[src/design/cubic_bezier_stroke_tessellator_top_macros.svh]
// assertion helpers for the stroke tessellator
`ifndef CUBIC_BEZIER_STROKE_TESSELLATOR_TOP_MACROS_SVH
`define CUBIC_BEZIER_STROKE_TESSELLATOR_TOP_MACROS_SVH

// same-cycle implication, off during reset
`define CBST_ASSERT_IMP(lbl, ante, cons, msg) \
  lbl: assert property (@(posedge clk) disable iff (rst) (ante) |-> (cons)) else $error(msg);

// next-cycle implication, off during reset
`define CBST_ASSERT_NXT(lbl, ante, cons, msg) \
  lbl: assert property (@(posedge clk) disable iff (rst) (ante) |=> (cons)) else $error(msg);

`endif

[src/design/cbst_pkg.sv]
`timescale 1ns / 1ps
package cbst_pkg;

  localparam int ACC_W   = 66;
  localparam int MP_W    = 26;
  localparam int CNT_W   = 5;
  localparam int T_ONE   = 65536;

  typedef enum logic [3:0] {
    S_IDLE,
    S_DIV,
    S_DIV_WAIT,
    S_MUL,
    S_MUL_WAIT,
    S_SRCH,
    S_EMIT0,
    S_EMIT1
  } state_t;

  typedef enum logic [4:0] {
    OP_U2, OP_B0, OP_C1, OP_T2, OP_B3, OP_C2,
    OP_X0, OP_X1, OP_X2, OP_X3,
    OP_Y0, OP_Y1, OP_Y2, OP_Y3,
    OP_L2X, OP_L2Y,
    OP_NW, OP_NN,
    OP_KL, OP_KK
  } op_t;

  typedef struct packed {
    logic             start;
    logic             clear;
    logic             sgn;
    logic [ACC_W-1:0] mcand;
    logic [MP_W-1:0]  mplier;
    logic [CNT_W-1:0] nbits;
  } mul_req_t;

  function automatic logic [15:0] sat16(input logic signed [17:0] v);
    logic [15:0] r;
    if (v > 18'sd32767) begin
      r = 16'h7fff;
    end else if (v < -18'sd32768) begin
      r = 16'h8000;
    end else begin
      r = v[15:0];
    end
    return r;
  endfunction

endpackage

[src/design/cbst_mul.sv]
`timescale 1ns / 1ps
module cbst_mul import cbst_pkg::*; (
  input  logic             clk,
  input  logic             rst,
  input  mul_req_t         req,
  output logic             busy,
  output logic             done,
  output logic [ACC_W-1:0] acc
);

  logic [ACC_W-1:0] mc;
  logic [MP_W-1:0]  mp;
  logic [CNT_W-1:0] cnt;
  logic             sg;
  logic [ACC_W-1:0] addend;

  // top multiplier bit carries negative weight in signed mode
  assign addend = (sg && cnt == CNT_W'(1)) ? (~mc + ACC_W'(1)) : mc;

  always_ff @(posedge clk) begin
    if (rst) begin
      busy <= 1'b0;
      done <= 1'b0;
      cnt  <= '0;
    end else begin
      done <= 1'b0;
      if (req.start) begin
        busy <= 1'b1;
        cnt  <= req.nbits;
      end else if (busy) begin
        cnt <= cnt - CNT_W'(1);
        if (cnt == CNT_W'(1)) begin
          busy <= 1'b0;
          done <= 1'b1;
        end
      end
    end
  end

  always_ff @(posedge clk) begin
    if (req.start) begin
      mc <= req.mcand;
      mp <= req.mplier;
      sg <= req.sgn;
      if (req.clear) begin
        acc <= '0;
      end
    end else if (busy) begin
      if (mp[0]) begin
        acc <= acc + addend;
      end
      mc <= {mc[ACC_W-2:0], 1'b0};
      mp <= {1'b0, mp[MP_W-1:1]};
    end
  end

endmodule

[src/design/cbst_div.sv]
`timescale 1ns / 1ps
module cbst_div import cbst_pkg::*; #(
  parameter int NUM_W = 23,
  parameter int DEN_W = 7
) (
  input  logic             clk,
  input  logic             rst,
  input  logic             start,
  input  logic [NUM_W-1:0] num,
  input  logic [DEN_W-1:0] den,
  output logic             done,
  output logic [NUM_W-1:0] quo
);

  localparam int CW = $clog2(NUM_W + 1);

  logic [DEN_W-1:0] rem;
  logic [DEN_W-1:0] dv;
  logic [CW-1:0]    cnt;
  logic             busy;
  logic [DEN_W:0]   trial;
  logic             ge;

  assign trial = {rem, quo[NUM_W-1]};
  assign ge    = trial >= {1'b0, dv};

  always_ff @(posedge clk) begin
    if (rst) begin
      busy <= 1'b0;
      done <= 1'b0;
      cnt  <= '0;
    end else begin
      done <= 1'b0;
      if (start) begin
        busy <= 1'b1;
        cnt  <= CW'(NUM_W);
      end else if (busy) begin
        cnt <= cnt - CW'(1);
        if (cnt == CW'(1)) begin
          busy <= 1'b0;
          done <= 1'b1;
        end
      end
    end
  end

  // restoring division, numerator shifts out as quotient shifts in
  always_ff @(posedge clk) begin
    if (start) begin
      rem <= '0;
      dv  <= den;
      quo <= num;
    end else if (busy) begin
      rem <= ge ? DEN_W'(trial - {1'b0, dv}) : DEN_W'(trial);
      quo <= {quo[NUM_W-2:0], ge};
    end
  end

endmodule

[src/design/cubic_bezier_stroke_tessellator_top.sv]
`timescale 1ns / 1ps
// Cubic Bezier stroke tessellator: one input beat carries four Q12.4 control
// points and a segment count n; the block returns 2n triangle beats, two per
// segment, with tlast on the last one. All arithmetic runs on one bit-serial
// shift-add multiply unit (one multiplier bit per cycle) plus a one-bit-per-
// cycle divider for the curve parameter, and the block takes no new beat
// until the whole curve is out. Each curve point needs a divide plus 14
// multiplies with 17- or 18-bit multipliers; each segment adds multiplies for
// length and stroke terms and two ten-candidate rounding searches.
// stroke_width may be written only while the block is idle.
`include "cubic_bezier_stroke_tessellator_top_macros.svh"
module cubic_bezier_stroke_tessellator_top import cbst_pkg::*; #(
  parameter int MAX_SEGMENTS    = 32,
  parameter int COORD_FRAC_BITS = 4
) (
  input  logic         clk,
  input  logic         rst,
  input  logic         s_tvalid,
  output logic         s_tready,
  // start_x, start_y, ctrl_a_x, ctrl_a_y, ctrl_b_x, ctrl_b_y, end_x, end_y,
  // segment_count, zero pad
  input  logic [135:0] s_tdata,
  output logic         m_tvalid,
  input  logic         m_tready,
  // vert_a_x, vert_a_y, vert_b_x, vert_b_y, vert_c_x, vert_c_y
  output logic [95:0]  m_tdata,
  output logic         m_tlast,
  input  logic         cfg_we,
  input  logic [9:0]   cfg_wdata
);

  localparam int CW    = $clog2(MAX_SEGMENTS + 1);
  localparam int NUM_W = CW + 17;
  localparam int DEN_W = CW + 1;

  state_t state, state_next;
  op_t    op, op_next;

  logic [9:0]  stroke_width;
  logic [15:0] p0x, p0y, p1x, p1y, p2x, p2y, p3x, p3y;
  logic [CW-1:0] nseg, idx;
  logic [16:0] t, u;
  logic [32:0] u2, t2;
  logic [48:0] b0, b3, c1, c2;
  logic [15:0] curx, cury, prevx, prevy;
  logic [33:0] l2;
  logic [51:0] n2;
  logic [9:0]  q, mx, my;
  logic [3:0]  bcnt;
  logic        sel;

  mul_req_t         mreq;
  logic             mul_busy, mul_done;
  logic [ACC_W-1:0] acc;
  logic             div_start, div_done;
  logic [NUM_W-1:0] quo;

  logic [5:0]  seg_in;
  logic [ACC_W-1:0] rsum;
  logic [15:0] rnd;
  logic signed [16:0] dx, dy;
  logic [16:0] adx, ady, amag;
  logic [9:0]  cand, kval;
  logic        cand_ok;
  logic signed [17:0] ox, oy;
  logic [15:0] l1x, l1y, r1x, r1y, l2x, l2y, r2x, r2y;
  logic        out_free, out_load;
  logic        in_acc, last_seg;

  cbst_mul u_mul (
    .clk  (clk),
    .rst  (rst),
    .req  (mreq),
    .busy (mul_busy),
    .done (mul_done),
    .acc  (acc)
  );

  cbst_div #(.NUM_W(NUM_W), .DEN_W(DEN_W)) u_div (
    .clk   (clk),
    .rst   (rst),
    .start (div_start),
    .num   ({idx, 17'b0} + NUM_W'(nseg)),
    .den   ({nseg, 1'b0}),
    .done  (div_done),
    .quo   (quo)
  );

  assign seg_in   = s_tdata[133:128];
  assign in_acc   = s_tvalid && s_tready;
  assign out_free = !m_tvalid || m_tready;
  assign last_seg = idx == nseg;

  // weighted sum rounded to nearest, ties up
  assign rsum = acc + (ACC_W'(1) << 47);
  assign rnd  = rsum[63:48];

  assign dx   = $signed({curx[15], curx}) - $signed({prevx[15], prevx});
  assign dy   = $signed({cury[15], cury}) - $signed({prevy[15], prevy});
  assign adx  = dx[16] ? 17'(-dx) : 17'(dx);
  assign ady  = dy[16] ? 17'(-dy) : 17'(dy);
  assign amag = sel ? adx : ady;

  assign cand    = q | (10'(1) << (bcnt - 4'd1));
  assign cand_ok = cand <= 10'd512;
  assign kval    = 10'({cand, 1'b0} - 11'd1);

  assign ox = (dy > 17'sd0) ? -$signed({8'b0, mx}) : $signed({8'b0, mx});
  assign oy = (dx < 17'sd0) ? -$signed({8'b0, my}) : $signed({8'b0, my});
  assign l1x = sat16($signed({{2{prevx[15]}}, prevx}) + ox);
  assign l1y = sat16($signed({{2{prevy[15]}}, prevy}) + oy);
  assign r1x = sat16($signed({{2{prevx[15]}}, prevx}) - ox);
  assign r1y = sat16($signed({{2{prevy[15]}}, prevy}) - oy);
  assign l2x = sat16($signed({{2{curx[15]}}, curx}) + ox);
  assign l2y = sat16($signed({{2{cury[15]}}, cury}) + oy);
  assign r2x = sat16($signed({{2{curx[15]}}, curx}) - ox);
  assign r2y = sat16($signed({{2{cury[15]}}, cury}) - oy);

  function automatic logic [MP_W-1:0] ext18(input logic [15:0] v);
    return MP_W'({{2{v[15]}}, v});
  endfunction

  function automatic logic [MP_W-1:0] tri18(input logic [15:0] v);
    logic [17:0] e;
    e = {{2{v[15]}}, v};
    return MP_W'(e + {e[16:0], 1'b0});
  endfunction

  // multiply unit request for the current operation
  always_comb begin
    mreq        = '0;
    mreq.start  = state == S_MUL;
    mreq.nbits  = CNT_W'(17);
    case (op)
      OP_U2: begin mreq.clear = 1'b1; mreq.mcand = ACC_W'(u);  mreq.mplier = MP_W'(u); end
      OP_B0: begin mreq.clear = 1'b1; mreq.mcand = ACC_W'(u2); mreq.mplier = MP_W'(u); end
      OP_C1: begin mreq.clear = 1'b1; mreq.mcand = ACC_W'(u2); mreq.mplier = MP_W'(t); end
      OP_T2: begin mreq.clear = 1'b1; mreq.mcand = ACC_W'(t);  mreq.mplier = MP_W'(t); end
      OP_B3: begin mreq.clear = 1'b1; mreq.mcand = ACC_W'(t2); mreq.mplier = MP_W'(t); end
      OP_C2: begin mreq.clear = 1'b1; mreq.mcand = ACC_W'(t2); mreq.mplier = MP_W'(u); end
      OP_X0, OP_Y0: begin
        mreq.clear  = 1'b1;
        mreq.sgn    = 1'b1;
        mreq.nbits  = CNT_W'(18);
        mreq.mcand  = ACC_W'(b0);
        mreq.mplier = (op == OP_X0) ? ext18(p0x) : ext18(p0y);
      end
      OP_X1, OP_Y1: begin
        mreq.sgn    = 1'b1;
        mreq.nbits  = CNT_W'(18);
        mreq.mcand  = ACC_W'(c1);
        mreq.mplier = (op == OP_X1) ? tri18(p1x) : tri18(p1y);
      end
      OP_X2, OP_Y2: begin
        mreq.sgn    = 1'b1;
        mreq.nbits  = CNT_W'(18);
        mreq.mcand  = ACC_W'(c2);
        mreq.mplier = (op == OP_X2) ? tri18(p2x) : tri18(p2y);
      end
      OP_X3, OP_Y3: begin
        mreq.sgn    = 1'b1;
        mreq.nbits  = CNT_W'(18);
        mreq.mcand  = ACC_W'(b3);
        mreq.mplier = (op == OP_X3) ? ext18(p3x) : ext18(p3y);
      end
      OP_L2X: begin mreq.clear = 1'b1; mreq.mcand = ACC_W'(adx); mreq.mplier = MP_W'(adx); end
      OP_L2Y: begin mreq.mcand = ACC_W'(ady); mreq.mplier = MP_W'(ady); end
      OP_NW: begin
        mreq.clear  = 1'b1;
        mreq.nbits  = CNT_W'(10);
        mreq.mcand  = ACC_W'(amag);
        mreq.mplier = MP_W'(stroke_width);
      end
      OP_NN: begin
        mreq.clear  = 1'b1;
        mreq.nbits  = CNT_W'(26);
        mreq.mcand  = ACC_W'(acc[25:0]);
        mreq.mplier = acc[25:0];
      end
      OP_KL: begin
        mreq.clear  = 1'b1;
        mreq.nbits  = CNT_W'(10);
        mreq.mcand  = ACC_W'(l2);
        mreq.mplier = MP_W'(kval);
      end
      OP_KK: begin
        mreq.clear  = 1'b1;
        mreq.nbits  = CNT_W'(10);
        mreq.mcand  = ACC_W'(acc[43:0]);
        mreq.mplier = MP_W'(kval);
      end
      default: begin
        mreq.clear = 1'b1;
      end
    endcase
  end

  // control outputs
  always_comb begin
    s_tready  = state == S_IDLE;
    div_start = state == S_DIV;
    out_load  = (state == S_EMIT0 || state == S_EMIT1) && out_free;
  end

  // next state
  always_comb begin
    state_next = state;
    op_next    = op;
    case (state)
      S_IDLE: begin
        if (in_acc) state_next = S_DIV;
      end
      S_DIV: state_next = S_DIV_WAIT;
      S_DIV_WAIT: begin
        if (div_done) begin
          op_next    = OP_U2;
          state_next = S_MUL;
        end
      end
      S_MUL: state_next = S_MUL_WAIT;
      S_MUL_WAIT: begin
        if (mul_done) begin
          case (op)
            OP_Y3: begin
              if (idx == '0) begin
                state_next = S_DIV;
              end else begin
                op_next    = OP_L2X;
                state_next = S_MUL;
              end
            end
            OP_L2Y: begin
              if (acc == '0) begin
                state_next = S_EMIT0;
              end else begin
                op_next    = OP_NW;
                state_next = S_MUL;
              end
            end
            OP_NN, OP_KK: state_next = S_SRCH;
            default: begin
              op_next    = op_t'(op + 5'd1);
              state_next = S_MUL;
            end
          endcase
        end
      end
      S_SRCH: begin
        if (bcnt == 4'd0) begin
          if (!sel) begin
            op_next    = OP_NW;
            state_next = S_MUL;
          end else begin
            state_next = S_EMIT0;
          end
        end else if (cand_ok) begin
          op_next    = OP_KL;
          state_next = S_MUL;
        end
      end
      S_EMIT0: begin
        if (out_free) state_next = S_EMIT1;
      end
      S_EMIT1: begin
        if (out_free) state_next = last_seg ? S_IDLE : S_DIV;
      end
      default: state_next = S_IDLE;
    endcase
  end

  always_ff @(posedge clk) begin
    if (rst) begin
      state        <= S_IDLE;
      op           <= OP_U2;
      stroke_width <= 10'(1 << COORD_FRAC_BITS);
      m_tvalid     <= 1'b0;
      idx          <= '0;
      nseg         <= CW'(1);
    end else begin
      state <= state_next;
      op    <= op_next;
      if (cfg_we) stroke_width <= cfg_wdata;
      if (out_load) begin
        m_tvalid <= 1'b1;
      end else if (m_tready) begin
        m_tvalid <= 1'b0;
      end
      if (in_acc) begin
        idx <= '0;
        if (seg_in == 6'd0) begin
          nseg <= CW'(1);
        end else if (int'(seg_in) > MAX_SEGMENTS) begin
          nseg <= CW'(MAX_SEGMENTS);
        end else begin
          nseg <= CW'(seg_in);
        end
      end else if (state == S_MUL_WAIT && mul_done && op == OP_Y3 && idx == '0) begin
        idx <= CW'(1);
      end else if (state == S_EMIT1 && out_free && !last_seg) begin
        idx <= idx + CW'(1);
      end
    end
  end

  // datapath
  always_ff @(posedge clk) begin
    if (in_acc) begin
      p0x <= s_tdata[15:0];    p0y <= s_tdata[31:16];
      p1x <= s_tdata[47:32];   p1y <= s_tdata[63:48];
      p2x <= s_tdata[79:64];   p2y <= s_tdata[95:80];
      p3x <= s_tdata[111:96];  p3y <= s_tdata[127:112];
    end
    if (state == S_DIV_WAIT && div_done) begin
      t <= quo[16:0];
      u <= 17'(T_ONE) - quo[16:0];
    end
    if (state == S_MUL_WAIT && mul_done) begin
      case (op)
        OP_U2: u2 <= acc[32:0];
        OP_B0: b0 <= acc[48:0];
        OP_C1: c1 <= acc[48:0];
        OP_T2: t2 <= acc[32:0];
        OP_B3: b3 <= acc[48:0];
        OP_C2: c2 <= acc[48:0];
        OP_X3: curx <= rnd;
        OP_Y3: begin
          cury <= rnd;
          if (idx == '0) begin
            prevx <= curx;
            prevy <= rnd;
          end
        end
        OP_L2Y: begin
          l2   <= acc[33:0];
          mx   <= '0;
          my   <= '0;
          sel  <= 1'b0;
          q    <= '0;
          bcnt <= 4'd10;
        end
        OP_NN: n2 <= acc[51:0];
        OP_KK: begin
          // largest candidate whose rounding bound still fits
          if ({14'b0, n2} >= acc) q <= cand;
          bcnt <= bcnt - 4'd1;
        end
        default: begin
        end
      endcase
    end
    if (state == S_SRCH) begin
      if (bcnt == 4'd0) begin
        if (!sel) begin
          mx   <= q;
          sel  <= 1'b1;
          q    <= '0;
          bcnt <= 4'd10;
        end else begin
          my <= q;
        end
      end else if (!cand_ok) begin
        bcnt <= bcnt - 4'd1;
      end
    end
    if (out_load) begin
      if (state == S_EMIT0) begin
        m_tdata <= {l2y, l2x, r1y, r1x, l1y, l1x};
        m_tlast <= 1'b0;
      end else begin
        m_tdata <= {l2y, l2x, r2y, r2x, r1y, r1x};
        m_tlast <= last_seg;
        prevx   <= curx;
        prevy   <= cury;
      end
    end
  end

  `CBST_ASSERT_IMP(a_mul_start_idle, mreq.start, !mul_busy, "multiply started while busy")
  `CBST_ASSERT_NXT(a_accept_div, in_acc, state == S_DIV, "accepted beat did not start divide")
  `CBST_ASSERT_IMP(a_idx_range, state != S_IDLE, idx <= nseg, "point index past segment count")

endmodule

[config.mk]
export PLATFORM = sky130hd
export DESIGN_NAME = cubic_bezier_stroke_tessellator_top
export DESIGN_NICKNAME = d
export VERILOG_FILES = /design/src/design/cbst_pkg.sv /design/src/design/cbst_mul.sv /design/src/design/cbst_div.sv /design/src/design/cubic_bezier_stroke_tessellator_top.sv
export VERILOG_INCLUDE_DIRS = /design/src /design/src/design
export SDC_FILE = /design/constraint.sdc
export NUM_CORES = 2
export LEC_CHECK = 0
export BUFFER_PORTS_ARGS = -buffer_cell sky130_fd_sc_hd__buf_2
export CORE_MARGIN = 10
export CORE_UTILIZATION = 40
export DETAILED_ROUTE_END_ITERATION = 8
export PLACE_DENSITY_LB_ADDON = 0.25
export SLEW_MARGIN = 20
export SYNTH_ARGS = -nofsm -noshare
export SYNTH_HDL_FRONTEND = slang
export SYNTH_SLANG_ARGS = --single-unit
[constraint.sdc]
create_clock -name clk -period 18.1 [get_ports clk]
set_input_delay 2.715 -clock clk [delete_from_list [all_inputs] [get_ports clk]]
set_output_delay 2.715 -clock clk [all_outputs]
set_load 0.005 [all_outputs]
==> impl_metrics.json <==
{
  "cts_tree": "built",
  "grt_pass1_wl_um": 248000,
  "finalHoldViolations": 0,
  "status": "complete, no violations",
  "post_cts_buffers": 0,
  "layout_min_cycle_time_ps": 8490,
  "min_period_over_period_pct": 46.9,
  "clockBufferDepth": 3,
  "syn_nets": 5776,
  "maxSlewViolCount": 0,
  "grt_overflow": 0,
  "power_density_mw_per_mm2": 143,
  "arrival_ps": 8940,
  "gr-usage-all-layers_pct": 20.5,
  "rsz0062_at_grt": "false",
  "clockPowerShare_pct": 25.2,
  "critical_path_class": "reg2reg",
  "pwr-share-comb_pct": 38.3,
  "sw_frac_of_total_pct": 37.5,
  "regToRegEndpoint": "m_tdata[4]",
  "grt_pass1_vias": 40700,
  "drive_gt1_share_pct": 11.0,
  "dp_hpwl_um": 119000,
  "ctsResizeCount": 0,
  "hold_depth": 2,
  "fp-row-count": 136,
  "clk_latency_ps": 780,
  "io_pins": 250,
  "via_per_inst": 5.80,
  "gp_congestion": 0.900,
  "drc": 0,
  "antenna_found_initial": 5,
  "worstReg2RegStart": "cury[1]",
  "fp.dieArea_mm2": 0.154,
  "slew_headroom_pct": 24.4,
  "num_vias": 42400,
  "cp.required_ps": 18550,
  "core_mm2": 0.138,
  "cts_hold_buf": 0,
  "finalWirelength_um": 165000,
  "avgRoutedWirePerCell_um": 22.5,
  "ys.flop_type": "edfxtp_1",
  "worst_ir_drop_vdd_uv": 241,
  "seqPwrFrac_pct": 36.5,
  "cts.sinks": 945,
  "num-nets-final": 5984,
  "p_leak_nw": 23.7,
  "setup_violations": 0,
  "antennaDiodeCount": 0,
  "initial_core_util_pct": 40.3,
  "p_int_mw": 5.60,
  "whs_endpoint": "u_div.rem[6]",
  "cp_max_fo": 16,
  "die_x_um": 393,
  "syn_avg_cell_area_um2": 10.6,
  "grt_max_degree": 78,
  "ys_ff_latch": 945,
  "r2r_cells": 24,
  "start_kind": "flop",
  "path_clk_slew_ps": 60,
  "h-tree-depth": 3,
  "hold_path.class": "reg2reg",
  "area_delta_synth_final_pct": 12.5,
  "synthArstFlopShare_pct": 0,
  "firstDrtPassIters": 7,
  "holdWs_ps": 480,
  "synthTopCellsByArea": "edfxtp_1 (45%), ha_1 (8.6%), dfxtp_1 (4.3%)",
  "synthesis.area_mm2": 0.0556,
  "numPortBuffers": 247,
  "fmax_mhz": 118,
  "initialDrtViolationCount": 4147,
  "cp-end-kind": "flop",
  "detail-route-antenna-nets": 0,
  "yosys_warnings": 0,
  "synth_cell_type_count": 111,
  "clock_skew_ps": 78.2,
  "cap_violations": 0,
  "ff2ff_setup_slack_ps": 9610,
  "setup_tns_ps": 0,
  "syn_inst": 5226,
  "synth-edff-count": 826,
  "hold_path.startpoint": "u_div.rem[6]",
  "synth_top_area_share_pct": 44.6,
  "worstMarginPinSlew_ps": 1130,
  "cts-root-buf": "clkbuf_16",
  "ys_seq_area_share_pct": 48.9,
  "yosysTopAreaCell": "edfxtp_1",
  "numCtsBuffers": 105,
  "chipHeight_um": 393,
  "p_switching_mw": 3.36
}
[cells in the mapped netlist (all sizes together) (14+ instances only)]
library cell	instances
o21a	33
nand3b	16
fa	16
o211ai	16
a22o	81
a2bb2oi	22
nand2	372
o31ai	27
a22oi	79
mux2	14
a211oi	36
and2	64
edfxtp	826
or3	32
o21bai	49
clkbuf	187
inv	268
mux2i	47
nor2	437
nand3	106
a211o	14
a21o	110
nor3	106
nor4	35
o21ai	304
nor2b	55
a31oi	40
a41oi	14
nand4	46
dfxtp	119
o41ai	17
or4	22
and3	43
ha	383
a222oi	67
nand2b	63
a221oi	58
o22ai	38
buf	22
xor2	167
or2	22
a21oi	358
xnor2	246
[flip-flops by register name (all words and copies together) (netlist names), 34 cells and up]
name,cells
u_mul.acc,66
c1,49
b3,49
u_mul.mc,66
b0,49
l2,34
n2,52
c2,49
m_tdata,96
[how the worst max path moves through the flow]
| stage | from | to | slack, ps | depth (start not counted) |
|---|---|---|---|---|
| 2_1_floorplan | m_tready | idx[5] | 8950 | 7 |
| 3_3_place_gp | cury[1] | m_tdata[2] | 9970 | 24 |
| 3_5_place_dp | cury[1] | m_tdata[4] | 9830 | 24 |
| 4_1_cts | cury[1] | m_tdata[4] | 9750 | 24 |
| 5_1_grt | cury[1] | m_tdata[10] | 9060 | 24 |
| 6_report | cury[1] | m_tdata[4] | 9610 | 24 |
[cell type report]
| cell class | count | area [µm²] |
|---|---|---|
| Timing Repair Buffer | 310 | 1710 |
| Clock buffer | 137 | 2940 |
| Clock inverter | 60 | 744 |
| Inverter | 270 | 1020 |
| Fill cell | 12800 | 75300 |
| Tap cell | 1794 | 2240 |
| Multi-Input combinational cell | 3802 | 26700 |
| Sequential cell | 945 | 27200 |
[power by group through the flow]
stage / Sequential, mW / Combinational, mW / Clock [mW]
after floorplan: 3.18 / 2.60 / 0
final: 3.27 / 3.43 / 2.26
after global placement: 3.30 / 3.35 / 0
after CTS: 3.27 / 3.41 / 2.30
after detailed placement: 3.31 / 3.38 / 0
after global routing: 3.31 / 3.81 / 2.39
[cell families after synthesis]
group           synth area share [%]
compound gates                  18.0
xor+xnor                        6.70
fa+ha+maj                       9.19
buf+inv                         3.32
flops                           48.9
mux                             1.13
simple gates                    12.8
[worst max-delay path: stages, from the launching register on]
cell       delay, ps
edfxtp_1         490
inv_1            160
fa_1             480
nand2b_1         180
a21oi_1          410
o2111ai_1        270
a21oi_1          270
nor2b_1           90
xnor2_1          340
nor4_1           160
a31oi_1          920
o31ai_1          230
xnor2_1          490
ha_1             390
a21o_1           180
a221oi_1         560
or4b_2           670
a31oi_1          240
nor2_1            80
o41ai_1          330
xnor2_1          170
and2_1           150
o21a_1           530
o21ai_0          170
and3_1           230
[metrics by stage]
stage	area, µm²	setup slack [ps]	cells	util, %	total power [mW]
2_1_floorplan	55600	8950	5226	-	5.78
3_3_place_gp	58900	9970	7121	42.7	6.65
3_5_place_dp	58900	9830	7121	42.7	6.69
4_1_cts	62600	9750	7318	45.4	8.98
5_1_grt	62600	9060	7318	45.4	9.50
6_report	62600	9610	7318	45.4	8.96
[routing by layer]
| metal | GRT usage, % | routed length, µm |
|---|---|---|
| met5 | 0 | 7 |
| met2 | 32.7 | 75000 |
| met4 | 5.18 | 4180 |
| met1 | 28.8 | 73600 |
| met3 | 3.53 | 12100 |
[layout by cell type, fill, tap and decap left out, types with 109 or more instances in the layout]
cell	instances
xor2_1	164
ha_1	383
a21oi_1	354
inv_1	264
clkbuf_16	109
buf_2	247
dfxtp_1	118
nor2_1	429
edfxtp_1	826
xnor2_1	242
o21ai_0	281
a21o_1	110
nand2_1	368
Power figures use the tool's default switching activity.
